--- src/hdl/rtyfw_pkg.sv ---
// ----------------------------------------------------------------------------
// RGB to YUV frame writer package
// Payload types, register indexes and fixed widths shared by all modules.
// ----------------------------------------------------------------------------
package rtyfw_pkg;

	localparam int OFF_W   = 25;
	localparam int CNT_W   = 12;
	localparam int IDX_W   = 24;
	localparam int CFG_W   = 13;
	localparam int CFG_IW  = 2;
	localparam int Q_DEPTH = 4;
	localparam int Q_AW    = 2;

	localparam logic [CFG_IW-1:0] REG_OUTPUT_MODE  = 2'd0;
	localparam logic [CFG_IW-1:0] REG_FRAME_WIDTH  = 2'd1;
	localparam logic [CFG_IW-1:0] REG_FRAME_HEIGHT = 2'd2;

	localparam logic MODE_PACKED = 1'b0;
	localparam logic MODE_PLANAR = 1'b1;

	localparam logic [CFG_W-1:0] WIDTH_RESET  = 13'd640;
	localparam logic [CFG_W-1:0] HEIGHT_RESET = 13'd480;

	typedef struct packed {
		logic [7:0] red;
		logic [7:0] green;
		logic [7:0] blue;
	} rtyfw_pixel_t;

	typedef struct packed {
		logic [OFF_W-1:0] byte_offset;
		logic [7:0]       byte_value;
		logic             last_of_run;
	} rtyfw_out_t;

	// One pixel's worth of byte writes, up to four.
	typedef struct packed {
		logic [1:0]                  last_idx;
		logic [3:0][OFF_W-1:0]       off;
		logic [3:0][7:0]             val;
	} rtyfw_entry_t;

endpackage

--- src/hdl/rtyfw_front.sv ---
// ----------------------------------------------------------------------------
// RGB to YUV frame writer front end
// Accepts pixels, tracks raster position, converts color and forms the
// byte-write group that each pixel causes.
// ----------------------------------------------------------------------------
module rtyfw_front #(
	parameter int MAX_WIDTH  = 4096,
	parameter int MAX_HEIGHT = 4096
) (
	input  logic                              clk,
	input  logic                              arst_n,
	input  logic                              in_valid,
	output logic                              in_ready,
	input  rtyfw_pkg::rtyfw_pixel_t           in_data,
	input  logic                              cfg_we,
	input  logic [rtyfw_pkg::CFG_IW-1:0]      cfg_index,
	input  logic [rtyfw_pkg::CFG_W-1:0]       cfg_wdata,
	output logic                              push_valid,
	input  logic                              push_ready,
	output rtyfw_pkg::rtyfw_entry_t           push_data
);
	import rtyfw_pkg::*;

	localparam int WW   = $clog2(MAX_WIDTH + 1);
	localparam int HW   = $clog2(MAX_HEIGHT + 1);
	localparam int RW_W = CNT_W + WW;
	localparam int AR_W = WW + HW;

	function automatic logic [7:0] calc_y(input rtyfw_pixel_t p);
		logic [15:0] s;
		s = 16'(p.red) * 16'd66 + 16'(p.green) * 16'd129 + 16'(p.blue) * 16'd25 + 16'd128;
		return s[15:8] + 8'd16;
	endfunction

	// The bias of 128*256 keeps the sum positive, so bits 15:8 already carry the offset.
	function automatic logic [7:0] calc_u(input rtyfw_pixel_t p);
		logic [16:0] s;
		s = 17'd32896 + 17'(p.blue) * 17'd112 - 17'(p.red) * 17'd38 - 17'(p.green) * 17'd74;
		return s[15:8];
	endfunction

	function automatic logic [7:0] calc_v(input rtyfw_pixel_t p);
		logic [16:0] s;
		s = 17'd32896 + 17'(p.red) * 17'd112 - 17'(p.green) * 17'd94 - 17'(p.blue) * 17'd18;
		return s[15:8];
	endfunction

	logic             mode_q;
	logic [CFG_W-1:0] fw_q;
	logic [CFG_W-1:0] fh_q;
	logic [WW-1:0]    w;
	logic [HW-1:0]    h;

	logic [CNT_W-1:0] col_q;
	logic [CNT_W-1:0] row_q;
	logic             phase_q;
	logic [IDX_W-1:0] pidx_q;
	logic             col_wrap;
	logic             row_wrap;
	logic             accept;

	logic             s1_v;
	rtyfw_pixel_t     pix_s1;
	logic             mode_s1;
	logic             phase_s1;
	logic [CNT_W-1:0] col_s1;
	logic [CNT_W-1:0] row_s1;
	logic [IDX_W-1:0] base_s1;

	logic             s2_v;
	logic             mode_s2;
	logic             phase_s2;
	logic [CNT_W-1:0] col_s2;
	logic             row0_s2;
	logic [IDX_W-1:0] base_s2;
	logic [7:0]       y_s2;
	logic [7:0]       u_s2;
	logic [7:0]       v_s2;
	logic [RW_W-1:0]  prod_rw_s2;
	logic [RW_W-1:0]  prod_uv_s2;

	logic [7:0]       held_y_q;
	logic [7:0]       held_u_q;
	logic [7:0]       held_v_q;

	logic [AR_W-1:0]  area_q;
	logic [OFF_W-1:0] area54_q;

	logic             s1_adv;
	logic             s2_done;
	logic [7:0]       y_c;
	logic [7:0]       u_c;
	logic [7:0]       v_c;
	logic [OFF_W-1:0] uvc;
	logic [OFF_W-1:0] base2;

	// Configuration registers.
	always_ff @(posedge clk or negedge arst_n) begin
		if (!arst_n) begin
			mode_q <= MODE_PACKED;
			fw_q   <= WIDTH_RESET;
			fh_q   <= HEIGHT_RESET;
		end else if (cfg_we) begin
			unique case (cfg_index)
				REG_OUTPUT_MODE:  mode_q <= cfg_wdata[0];
				REG_FRAME_WIDTH:  fw_q   <= cfg_wdata;
				REG_FRAME_HEIGHT: fh_q   <= cfg_wdata;
				default: ;
			endcase
		end
	end

	always_comb begin
		if (fw_q < CFG_W'(2))
			w = WW'(2);
		else if (int'(fw_q) > MAX_WIDTH)
			w = WW'(MAX_WIDTH);
		else
			w = WW'(fw_q);
		if (fh_q < CFG_W'(2))
			h = HW'(2);
		else if (int'(fh_q) > MAX_HEIGHT)
			h = HW'(MAX_HEIGHT);
		else
			h = HW'(fh_q);
	end

	// Frame area and the start of the V plane only change with configuration.
	always_ff @(posedge clk) begin
		area_q   <= AR_W'(w) * AR_W'(h);
		area54_q <= OFF_W'(area_q) + OFF_W'(area_q >> 2);
	end

	// Pipeline flow: an even packed pixel leaves stage two without a push.
	assign push_valid = s2_v && (mode_s2 == MODE_PLANAR || phase_s2);
	assign s2_done    = !push_valid || push_ready;
	assign s1_adv     = s1_v && (!s2_v || s2_done);
	assign in_ready   = !s1_v || s1_adv;
	assign accept     = in_valid && in_ready;

	assign col_wrap = ({1'b0, col_q} + (CNT_W + 1)'(1)) >= w;
	assign row_wrap = ({1'b0, row_q} + (CNT_W + 1)'(1)) >= h;

	// Raster position, advanced at each accepted pixel.
	always_ff @(posedge clk or negedge arst_n) begin
		if (!arst_n) begin
			col_q   <= '0;
			row_q   <= '0;
			phase_q <= 1'b0;
			pidx_q  <= '0;
		end else if (accept) begin
			if (col_wrap) begin
				col_q <= '0;
				if (row_wrap) begin
					row_q   <= '0;
					pidx_q  <= '0;
					phase_q <= 1'b0;
				end else begin
					row_q   <= row_q + CNT_W'(1);
					pidx_q  <= pidx_q + IDX_W'(1);
					phase_q <= !phase_q;
				end
			end else begin
				col_q   <= col_q + CNT_W'(1);
				pidx_q  <= pidx_q + IDX_W'(1);
				phase_q <= !phase_q;
			end
		end
	end

	always_ff @(posedge clk or negedge arst_n) begin
		if (!arst_n) begin
			s1_v <= 1'b0;
			s2_v <= 1'b0;
		end else begin
			if (in_ready)
				s1_v <= in_valid;
			if (!s2_v || s2_done)
				s2_v <= s1_adv;
		end
	end

	always_ff @(posedge clk) begin
		if (accept) begin
			pix_s1   <= in_data;
			mode_s1  <= mode_q;
			phase_s1 <= phase_q;
			col_s1   <= col_q;
			row_s1   <= row_q;
			base_s1  <= pidx_q - IDX_W'(1);
		end
	end

	assign y_c = calc_y(pix_s1);
	assign u_c = calc_u(pix_s1);
	assign v_c = calc_v(pix_s1);

	always_ff @(posedge clk) begin
		if (s1_adv) begin
			mode_s2    <= mode_s1;
			phase_s2   <= phase_s1;
			col_s2     <= col_s1;
			row0_s2    <= row_s1[0];
			base_s2    <= base_s1;
			y_s2       <= y_c;
			u_s2       <= u_c;
			v_s2       <= v_c;
			prod_rw_s2 <= RW_W'(row_s1) * RW_W'(w);
			prod_uv_s2 <= RW_W'(row_s1 >> 1) * RW_W'(w >> 1);
		end
	end

	// The even pixel of a packed pair is held for its odd partner.
	always_ff @(posedge clk or negedge arst_n) begin
		if (!arst_n) begin
			held_y_q <= '0;
			held_u_q <= '0;
			held_v_q <= '0;
		end else if (s1_adv && mode_s1 == MODE_PACKED && !phase_s1) begin
			held_y_q <= y_c;
			held_u_q <= u_c;
			held_v_q <= v_c;
		end
	end

	assign uvc   = OFF_W'(prod_uv_s2) + OFF_W'(col_s2 >> 1);
	assign base2 = {base_s2, 1'b0};

	always_comb begin
		push_data = '0;
		if (mode_s2 == MODE_PACKED) begin
			push_data.last_idx = 2'd3;
			push_data.off[0]   = base2;
			push_data.off[1]   = base2 + OFF_W'(1);
			push_data.off[2]   = base2 + OFF_W'(2);
			push_data.off[3]   = base2 + OFF_W'(3);
			push_data.val[0]   = held_y_q;
			push_data.val[1]   = held_u_q;
			push_data.val[2]   = y_s2;
			push_data.val[3]   = held_v_q;
		end else begin
			push_data.last_idx = (!row0_s2 && !col_s2[0]) ? 2'd2 : 2'd0;
			push_data.off[0]   = OFF_W'(prod_rw_s2) + OFF_W'(col_s2);
			push_data.off[1]   = OFF_W'(area_q) + uvc;
			push_data.off[2]   = area54_q + uvc;
			push_data.val[0]   = y_s2;
			push_data.val[1]   = u_s2;
			push_data.val[2]   = v_s2;
		end
	end

endmodule

--- src/hdl/rtyfw_queue.sv ---
// ----------------------------------------------------------------------------
// RGB to YUV frame writer group queue
// Short FIFO of byte-write groups between the front end and the writer.
// ----------------------------------------------------------------------------
module rtyfw_queue (
	input  logic                    clk,
	input  logic                    arst_n,
	input  logic                    push_valid,
	output logic                    push_ready,
	input  rtyfw_pkg::rtyfw_entry_t push_data,
	output logic                    head_valid,
	output rtyfw_pkg::rtyfw_entry_t head_data,
	input  logic                    pop
);
	import rtyfw_pkg::*;

	rtyfw_entry_t    mem_q [Q_DEPTH];
	logic [Q_AW-1:0] wr_ptr_q;
	logic [Q_AW-1:0] rd_ptr_q;
	logic [Q_AW:0]   count_q;
	logic            push;
	logic            do_pop;

	assign push_ready = count_q != (Q_AW + 1)'(Q_DEPTH);
	assign head_valid = count_q != '0;
	assign head_data  = mem_q[rd_ptr_q];
	assign push       = push_valid && push_ready;
	assign do_pop     = pop && head_valid;

	always_ff @(posedge clk) begin
		if (push)
			mem_q[wr_ptr_q] <= push_data;
	end

	always_ff @(posedge clk or negedge arst_n) begin
		if (!arst_n) begin
			wr_ptr_q <= '0;
			rd_ptr_q <= '0;
			count_q  <= '0;
		end else begin
			if (push)
				wr_ptr_q <= wr_ptr_q + Q_AW'(1);
			if (do_pop)
				rd_ptr_q <= rd_ptr_q + Q_AW'(1);
			if (push && !do_pop)
				count_q <= count_q + (Q_AW + 1)'(1);
			else if (do_pop && !push)
				count_q <= count_q - (Q_AW + 1)'(1);
		end
	end

endmodule

--- src/hdl/rtyfw_back.sv ---
// ----------------------------------------------------------------------------
// RGB to YUV frame writer back end
// Walks each queued group and presents one byte write per transfer.
// ----------------------------------------------------------------------------
module rtyfw_back (
	input  logic                    clk,
	input  logic                    arst_n,
	input  logic                    head_valid,
	input  rtyfw_pkg::rtyfw_entry_t head_data,
	output logic                    pop,
	output logic                    out_valid,
	input  logic                    out_ready,
	output rtyfw_pkg::rtyfw_out_t   out_data
);
	import rtyfw_pkg::*;

	logic       out_valid_q;
	rtyfw_out_t out_q;
	logic [1:0] k_q;
	logic       load;
	logic       last;

	assign load      = head_valid && (!out_valid_q || out_ready);
	assign last      = k_q == head_data.last_idx;
	assign pop       = load && last;
	assign out_valid = out_valid_q;
	assign out_data  = out_q;

	always_ff @(posedge clk or negedge arst_n) begin
		if (!arst_n) begin
			out_valid_q <= 1'b0;
			k_q         <= '0;
		end else begin
			if (load)
				out_valid_q <= 1'b1;
			else if (out_ready)
				out_valid_q <= 1'b0;
			if (load)
				k_q <= last ? 2'd0 : k_q + 2'd1;
		end
	end

	always_ff @(posedge clk) begin
		if (load) begin
			out_q.byte_offset <= head_data.off[k_q];
			out_q.byte_value  <= head_data.val[k_q];
			out_q.last_of_run <= last;
		end
	end

endmodule

--- src/hdl/rgb_to_yuv_frame_writer_top.sv ---
// ----------------------------------------------------------------------------
// RGB to YUV frame writer
// Converts a raster RGB pixel stream to BT.601 byte writes into a frame buffer.
//
// Pixels enter on in_valid/in_ready; each transfer on out_valid/out_ready is
// one byte write (offset, value, last byte of its pixel). Packed YUYV mode
// writes four bytes per odd pixel and none for even ones; planar 4:2:0 mode
// writes Y for every pixel plus U and V on even rows and columns.
// A pixel's first byte passes the stage-one and stage-two registers, a queue
// entry and the output register. The writer stage delivers one byte per cycle
// while the receiver is ready; the front end takes a pixel every cycle while
// its four-entry group queue has room. Configuration is written through
// cfg_we/cfg_index/cfg_wdata; the user must write it only while idle, which
// the block does not enforce. Reset clears the raster position and loads
// packed mode at 640 by 480. When the receiver stalls, the output byte holds,
// the queue fills and in_ready falls; no byte is lost or repeated.
// ----------------------------------------------------------------------------
module rgb_to_yuv_frame_writer_top #(
	parameter int MAX_WIDTH  = 4096,
	parameter int MAX_HEIGHT = 4096
) (
	input  logic                         clk,
	input  logic                         arst_n,
	input  logic                         in_valid,
	output logic                         in_ready,
	input  rtyfw_pkg::rtyfw_pixel_t      in_data,
	output logic                         out_valid,
	input  logic                         out_ready,
	output rtyfw_pkg::rtyfw_out_t        out_data,
	input  logic                         cfg_we,
	input  logic [rtyfw_pkg::CFG_IW-1:0] cfg_index,
	input  logic [rtyfw_pkg::CFG_W-1:0]  cfg_wdata
);
	import rtyfw_pkg::*;

	logic         push_valid;
	logic         push_ready;
	rtyfw_entry_t push_data;
	logic         head_valid;
	rtyfw_entry_t head_data;
	logic         pop;

	rtyfw_front #(
		.MAX_WIDTH (MAX_WIDTH),
		.MAX_HEIGHT(MAX_HEIGHT)
	) u_front (
		.clk       (clk),
		.arst_n    (arst_n),
		.in_valid  (in_valid),
		.in_ready  (in_ready),
		.in_data   (in_data),
		.cfg_we    (cfg_we),
		.cfg_index (cfg_index),
		.cfg_wdata (cfg_wdata),
		.push_valid(push_valid),
		.push_ready(push_ready),
		.push_data (push_data)
	);

	rtyfw_queue u_queue (
		.clk       (clk),
		.arst_n    (arst_n),
		.push_valid(push_valid),
		.push_ready(push_ready),
		.push_data (push_data),
		.head_valid(head_valid),
		.head_data (head_data),
		.pop       (pop)
	);

	rtyfw_back u_back (
		.clk       (clk),
		.arst_n    (arst_n),
		.head_valid(head_valid),
		.head_data (head_data),
		.pop       (pop),
		.out_valid (out_valid),
		.out_ready (out_ready),
		.out_data  (out_data)
	);

endmodule

--- config.mk ---
export PLATFORM = sky130hd
export DESIGN_NAME = rgb_to_yuv_frame_writer_top
export DESIGN_NICKNAME = d
export VERILOG_FILES = /design/src/hdl/rtyfw_pkg.sv /design/src/hdl/rtyfw_front.sv /design/src/hdl/rtyfw_queue.sv /design/src/hdl/rtyfw_back.sv /design/src/hdl/rgb_to_yuv_frame_writer_top.sv
export SDC_FILE = /design/constraint.sdc
export NUM_CORES = 2
export LEC_CHECK = 0
export BUFFER_PORTS_ARGS = -buffer_cell sky130_fd_sc_hd__buf_2
export CAP_MARGIN = 30
export CORE_MARGIN = 3
export CORE_UTILIZATION = 52
export CTS_CLUSTER_DIAMETER = 200
export DETAILED_ROUTE_END_ITERATION = 8
export PLACE_DENSITY = 0.7
export SYNTH_ARGS = -nofsm -noshare
export SYNTH_HDL_FRONTEND = slang
export SYNTH_SLANG_ARGS = --single-unit
--- constraint.sdc ---
create_clock -name clk -period 7.7 [get_ports clk]
set_input_delay 0.385 -clock clk [delete_from_list [all_inputs] [get_ports clk]]
set_output_delay 0.385 -clock clk [all_outputs]
set_load 0.01 [all_outputs]
**After elaboration in Yosys (flattened, before gate mapping)**

Memories as Yosys holds them, arrays and structs flattened.
Cells that the tools add are included.
W data, S select, Z words.

- Word-level logic and storage cells: 156
- Output and inout port bits: 36
- Register bits after elaboration: 384
- Input bits: 44
- Memories: 1
- RAM bits: 536

Memories:

| memory | words | width | rd ports | clocked after Yosys merged registers in | wr ports | RTL line | RTL |
|---|---|---|---|---|---|---|---|
| u_queue.mem_q | 4 | 134 | 1 | 0 | 1 | rtyfw_queue.sv:17 | `rtyfw_entry_t mem_q [Q_DEPTH];` |

- Mux-type cells: 27
- Bitwise logic cells: 1
- Add/subtract/negate cells: 29
- Reduce and logical (&&, ||, !) cells: 35
- $lt $le $gt $ge: 7
- $mul: 12
- Eq/ne operators: 4

Operators by type and width:

| kind | count |
|---|---|
| $mux W75 | 1 |
| $mux W24 | 3 |
| $mux W13 | 4 |
| $add A25 B2 Y25 const B | 2 |
| $add A25 B25 Y25 | 2 |
| $bmux W25 S2 | 1 |
| $mux W25 | 2 |
| $mul A8 B6 Y14 const B | 3 |
| $add A16 B15 Y16 const A | 2 |
| $sub A16 B15 Y16 | 2 |
| $add A12 B1 Y13 const B | 2 |
| $ge A13 B13 Y1 | 2 |
| $gt A13 B13 Y1 const B | 2 |
| $lt A13 B2 Y1 const B | 2 |
| $mul A13 B13 Y26 | 1 |
| $mul A8 B5 Y13 const B | 2 |
| $add A25 B1 Y25 const B | 1 |
| $add A25 B11 Y25 | 1 |
| $add A25 B12 Y25 | 1 |
| $add A25 B24 Y25 | 1 |
| $mul A12 B13 Y25 | 1 |
| $add A12 B1 Y12 const B | 2 |
| $add A24 B1 Y24 const B | 1 |
| $mux W12 | 2 |
| 32 further kinds | 72 |

**Longest topological paths before layout**

- Depth after elaboration: 9
- Gate-level depth with buffers: 27
- Mapped depth without buffers: 26

**By module**

Synthesis repeated with hierarchy kept, for this count alone.

- Cells, all modules: 4866
- Area total of the unflattened synthesis: 59913.7 um2

Modules (own cells, without submodules):

| module | cells each | area an instance (um2) | sequential area each (um2) | instances |
|---|---|---|---|---|
| rtyfw_front | 4038 | 38174.1 | 9136.3 | 1 |
| rtyfw_queue | 735 | 19701.4 | 16270.6 | 1 |
| rtyfw_back | 93 | 2038.2 | 1096.1 | 1 |

**Worst setup path before layout**

OpenSTA, ideal clock, no wires.

- Path kind: flip-flop to flip-flop
- Start: reg u_front.mode_s2
- End: reg u_front.held_u_q[2]
- Required time: 7.575 ns
- Slack: 0.082 ns
- Cell stages (with the launch flop): 7
- Clock period less this slack: 7.618 ns
- Arrival: 7.493 ns
- Library setup time: 0.125 ns
- Path buffers: 1
- Cell sequence: edfxtp_1 -> o21ai_0 -> nor4b_1 -> nor2b_1 -> nand2_1 -> clkbuf_1 -> mux2_2

- Word-level cells in the longest chain between the ends: 8

RTL lines:

| element | RTL line | RTL |
|---|---|---|
| from (decl) | rtyfw_front.sv:71 | `logic mode_s2;` |
| from (signal assigned) | rtyfw_front.sv:200 | `mode_s2 <= mode_s1;` |
| $logic_or A1 B1 Y1 | rtyfw_front.sv:135 | `assign push_valid = s2_v && (mode_s2 == MODE_PLANAR \|\| phase_s2);` |
| $logic_and A1 B1 Y1 | rtyfw_front.sv:135 |  |
| $logic_not A1 Y1 | rtyfw_front.sv:136 | `assign s2_done = !push_valid \|\| push_ready;` |
| $logic_or A1 B1 Y1 | rtyfw_front.sv:136 |  |
| $logic_or A1 B1 Y1 | rtyfw_front.sv:137 | `assign s1_adv = s1_v && (!s2_v \|\| s2_done);` |
| $logic_and A1 B1 Y1 | rtyfw_front.sv:137 |  |
| via u_front.s1_adv | rtyfw_front.sv:89 | `logic s1_adv;` |
| $logic_and A1 B1 Y1 (2 in a row) | rtyfw_front.sv:219 | `end else if (s1_adv && mode_s1 == MODE_PACKED && !phase_s1) begin` |
| to (signal assigned) | rtyfw_front.sv:221 | `held_u_q <= u_c;` |
| to (decl) | rtyfw_front.sv:83 | `logic [7:0] held_u_q;` |

The timed path passes the listed nets, and every way through them passes these cells.
A chain may end at the register's enable or synchronous reset.

**Worst setup path in the final report**

- Start: reg u_front.fw_q[4]
- End: reg u_front.prod_rw_s2[20] (data pin)

- Word-level cells in the longest chain between the ends: 4
- Elaborated cells between the ends (all ways): 5
- Those cells by class: 1 x mul; 2 x order compare; 2 x mux

RTL lines:

| element | RTL line | RTL |
|---|---|---|
| from (decl) | rtyfw_front.sv:49 | `logic [CFG_W-1:0] fw_q;` |
| from (signal assigned) | rtyfw_front.sv:106 | `REG_FRAME_WIDTH: fw_q <= cfg_wdata;` |
| $gt A13 B13 Y1 | rtyfw_front.sv:116 | `else if (int'(fw_q) > MAX_WIDTH)` |
| $mux W13 | rtyfw_front.sv:116 |  |
| $mux W13 * | rtyfw_front.sv:114 | `if (fw_q < CFG_W'(2))` |
| $mul A12 B13 Y25 * | rtyfw_front.sv:208 | `prod_rw_s2 <= RW_W'(row_s1) * RW_W'(w);` |
| to (signal assigned) | rtyfw_front.sv:208 |  |
| to (decl) | rtyfw_front.sv:79 | `logic [RW_W-1:0] prod_rw_s2;` |

Mark *: on every way between the ends. The rest lies on a longest branch, timed or not.

==> flow_summary.json <==
{
  "antenna_found_initial": 3,
  "nNetsFinal": 5861,
  "post_cts_buffers": 0,
  "drc": 0,
  "num_rows": 123,
  "critical_path_buf_inv_count": 4,
  "p_clk_share_pct": 15.3,
  "synthSimpleGateAreaFrac_pct": 7.852,
  "core_mm2": 0.1130,
  "drive_above_1_share_pct": 11.79,
  "postCtsResizedCells": 0,
  "n_fill_cell": 9123,
  "min_path_type": "input port to register",
  "cp_slowest_stage_delay_ps": 720,
  "yosys-top-cells-count": "edfxtp_1 (751), inv_1 (685), ha_1 (527), fa_1 (354), nand2_1 (316)",
  "synth-xor-area-share_pct": 4.523,
  "cp-end-kind": "register",
  "vias_per_cell": 5.608,
  "critPathArrivalTime_ps": 7480,
  "dieWidth_um": 344.1,
  "vias": 36570,
  "ys_top_cells_by_area": "edfxtp_1 (38%), fa_1 (12%), ha_1 (11%)",
  "synth.largest_area_cell": "edfxtp_1",
  "timing.final.crit_share_pct": 91.83,
  "htree_levels": 3,
  "start_kind": "register",
  "drt-wirelength-per-cell_um": 20.87,
  "syn_nets": 5731,
  "numClockSinks": 914,
  "hold_violations": 0,
  "synth_compound_area_share_pct": 6.745,
  "syn2layout_area_growth_pct": 9.957,
  "comb_power_share_pct": 55.9,
  "port_buffers": 79,
  "synthCells": 4806,
  "slew_violations": 0,
  "synth.most_common_cell": "edfxtp_1",
  "status": "finished, final reports clean",
  "worst_pin_slew_ps": 1050,
  "multi_input_area_mm2": 0.02996,
  "yosys_warnings": 0,
  "worstSkewPairLatency_ps": 690,
  "period_needed_ps": 7071,
  "clk_pin_slew_worst_paths_ps": 60,
  "synthMuxAreaShare_pct": 8.229,
  "crit_required_ps": 8100,
  "report.final.setup_viol": 0,
  "syn_area_per_cell_um2": 12.37,
  "clockRootBuffer": "clkbuf_16",
  "max_slew_margin_pct": 29.39,
  "hold_buffers": 38,
  "yosys.cell_types.count": 77,
  "grt_max_degree": 134,
  "numCtsBuffers": 97,
  "cts_tree": "done",
  "switchingPower_mw": 12.93,
  "cap_violations": 0,
  "critPathMaxFanout": 13,
  "first_global_vias": 37540,
  "grt_pass1_wl_um": 215800,
  "seq_area_frac_synth_pct": 44.38,
  "dp_hpwl_um": 99460,
  "place_area_mm2": 0.06171,
  "clock_path_buffers": 3,
  "start_util_pct": 52.63,
  "synth_edf_count": 751,
  "fin_setup_tns_ps": 0,
  "synthFlopType": "edfxtp_1",
  "p_per_area_mw_per_mm2": 468.8,
  "async_flop_share_pct": 12.25,
  "crit_top_cell": "fa_1",
  "crit_family": "adder cells",
  "p_int_mw": 17.72,
  "dieHeight_um": 344.1,
  "synth.ff_latch_count": 914,
  "setup.worst_path.class": "register to register",
  "seq_area_mm2": 0.02639,
  "fin_skew_ps": 66.90,
  "finalWirelength_um": 136100,
  "detail_route.iter0.violations": 2596,
  "pin_count": 80,
  "dr.pass1.iters": 6,
  "grtUsageTotal_pct": 23.64,
  "crit_slowest_cell": "o41ai_1",
  "power.share.switching_pct": 42.18,
  "irDropWorstVdd_uv": 482.5,
  "place.gp.congestion": 0.9260,
  "synth_top_family_by_area": "adder cells",
  "synthAdderAreaFrac_pct": 23.01,
  "ant_nets": 0,
  "p_seq_share_pct": 28.8,
  "fmax_mhz": 141.4,
  "dieArea_mm2": 0.1184,
  "grt_overflow": 0,
  "rsz0062_at_grt": "false",
  "worst_hold_slack_ps": 43.14,
  "syn_area_mm2": 0.05945,
  "fin_util_pct": 57.87,
  "yosysTopAreaCellShare_pct": 37.93,
  "final_cell_area_mm2": 0.06537,
  "leakage_nw": 28.08
}
metal layers:
| metal | up-vias | global-route usage, % | share of wire, % |
|---|---|---|---|
| met5 | - | 0 | 0 |
| met4 | 0 | 6.248 | 2.6 |
| met3 | 222 | 4.065 | 6.4 |
| met2 | 1136 | 36.87 | 45 |
| met1 | 18180 | 34.55 | 46 |
| li1 | 17040 | - | - |
layout make-up:
| cell class | instances | area share (%) |
|---|---|---|
| Multi-Input combinational cell | 3059 | 45.83 |
| Sequential cell | 914 | 40.37 |
| Clock buffer | 127 | 4.197 |
| Inverter | 691 | 3.972 |
| Tap cell | 1500 | 2.871 |
| Timing Repair Buffer | 173 | 1.937 |
| Clock inverter | 56 | 0.8154 |
| Antenna cell | 2 | 0.007656 |
worst paths after layout:
path                                startpoint                      to  slack [ps]  cells after the start
setup reg to reg               u_front.fw_q[4]  u_front.prod_rw_s2[20]         630                     26
hold reg to reg            u_front.base_s1[23]     u_front.base_s2[23]         420                      0
max in group asynchronous               arst_n     u_queue.rd_ptr_q[1]        5980                      3
min in group asynchronous               arst_n     u_front.held_u_q[4]         290                      2
hold / removal                    cfg_wdata[8]         u_front.fw_q[8]          40                      2
setup / recovery               u_front.fw_q[4]  u_front.prod_rw_s2[20]         630                     26
through the flow:
stage	power, mW	worst slack (ps)	cells
floorplan	20.96	82.19	4806
global placement	25.57	799.5	6297
detailed placement	25.90	647.0	6299
CTS	30.77	678.6	6520
global route	33.16	138.5	6520
finish	30.64	629.3	6522
kinds of logic after synthesis:
family	after synthesis
buffers and inverters	833
XOR/XNOR	307
AND/OR/NAND/NOR	988
AO/OA/AOI/OAI	614
flip-flops	914
adder cells (fa/ha/maj)	881
multiplexers	269
cells in the final DEF (no fill, tap or decap), types with 98 or more instances in the layout:
master	count
edfxtp_1	751
inv_1	683
ha_1	527
fa_1	354
nand2_1	316
nor2_1	256
xnor2_1	190
a21oi_1	167
mux4_2	166
xor2_1	117
o21ai_0	113
a21o_1	102
dfrtp_1	102
clkbuf_16	100
mux2_2	98
flip-flops by register name (all words and copies together) (netlist names), 13 cells and up:
register,count
u_queue.mem_q,532
u_back.out_data,34
u_front.area_q,26
u_front.area54_q,25
u_front.prod_rw_s2,25
u_front.base_s1,24
u_front.base_s2,24
u_front.pidx_q,24
u_front.pix_s1,24
u_front.prod_uv_s2,23
u_front.fh_q,13
u_front.fw_q,13
power by group through the flow:
stage | logic [mW] | registers [mW] | clock network [mW]
2_1_floorplan | 12.4 | 8.54 | 0
3_3_place_gp | 16.7 | 8.86 | 0
3_5_place_dp | 17.0 | 8.92 | 0
4_1_cts | 17.2 | 8.84 | 4.77
5_1_grt | 19.2 | 8.96 | 4.98
6_report | 17.1 | 8.83 | 4.67
No activity file was read; power rests on OpenSTA's default activity.
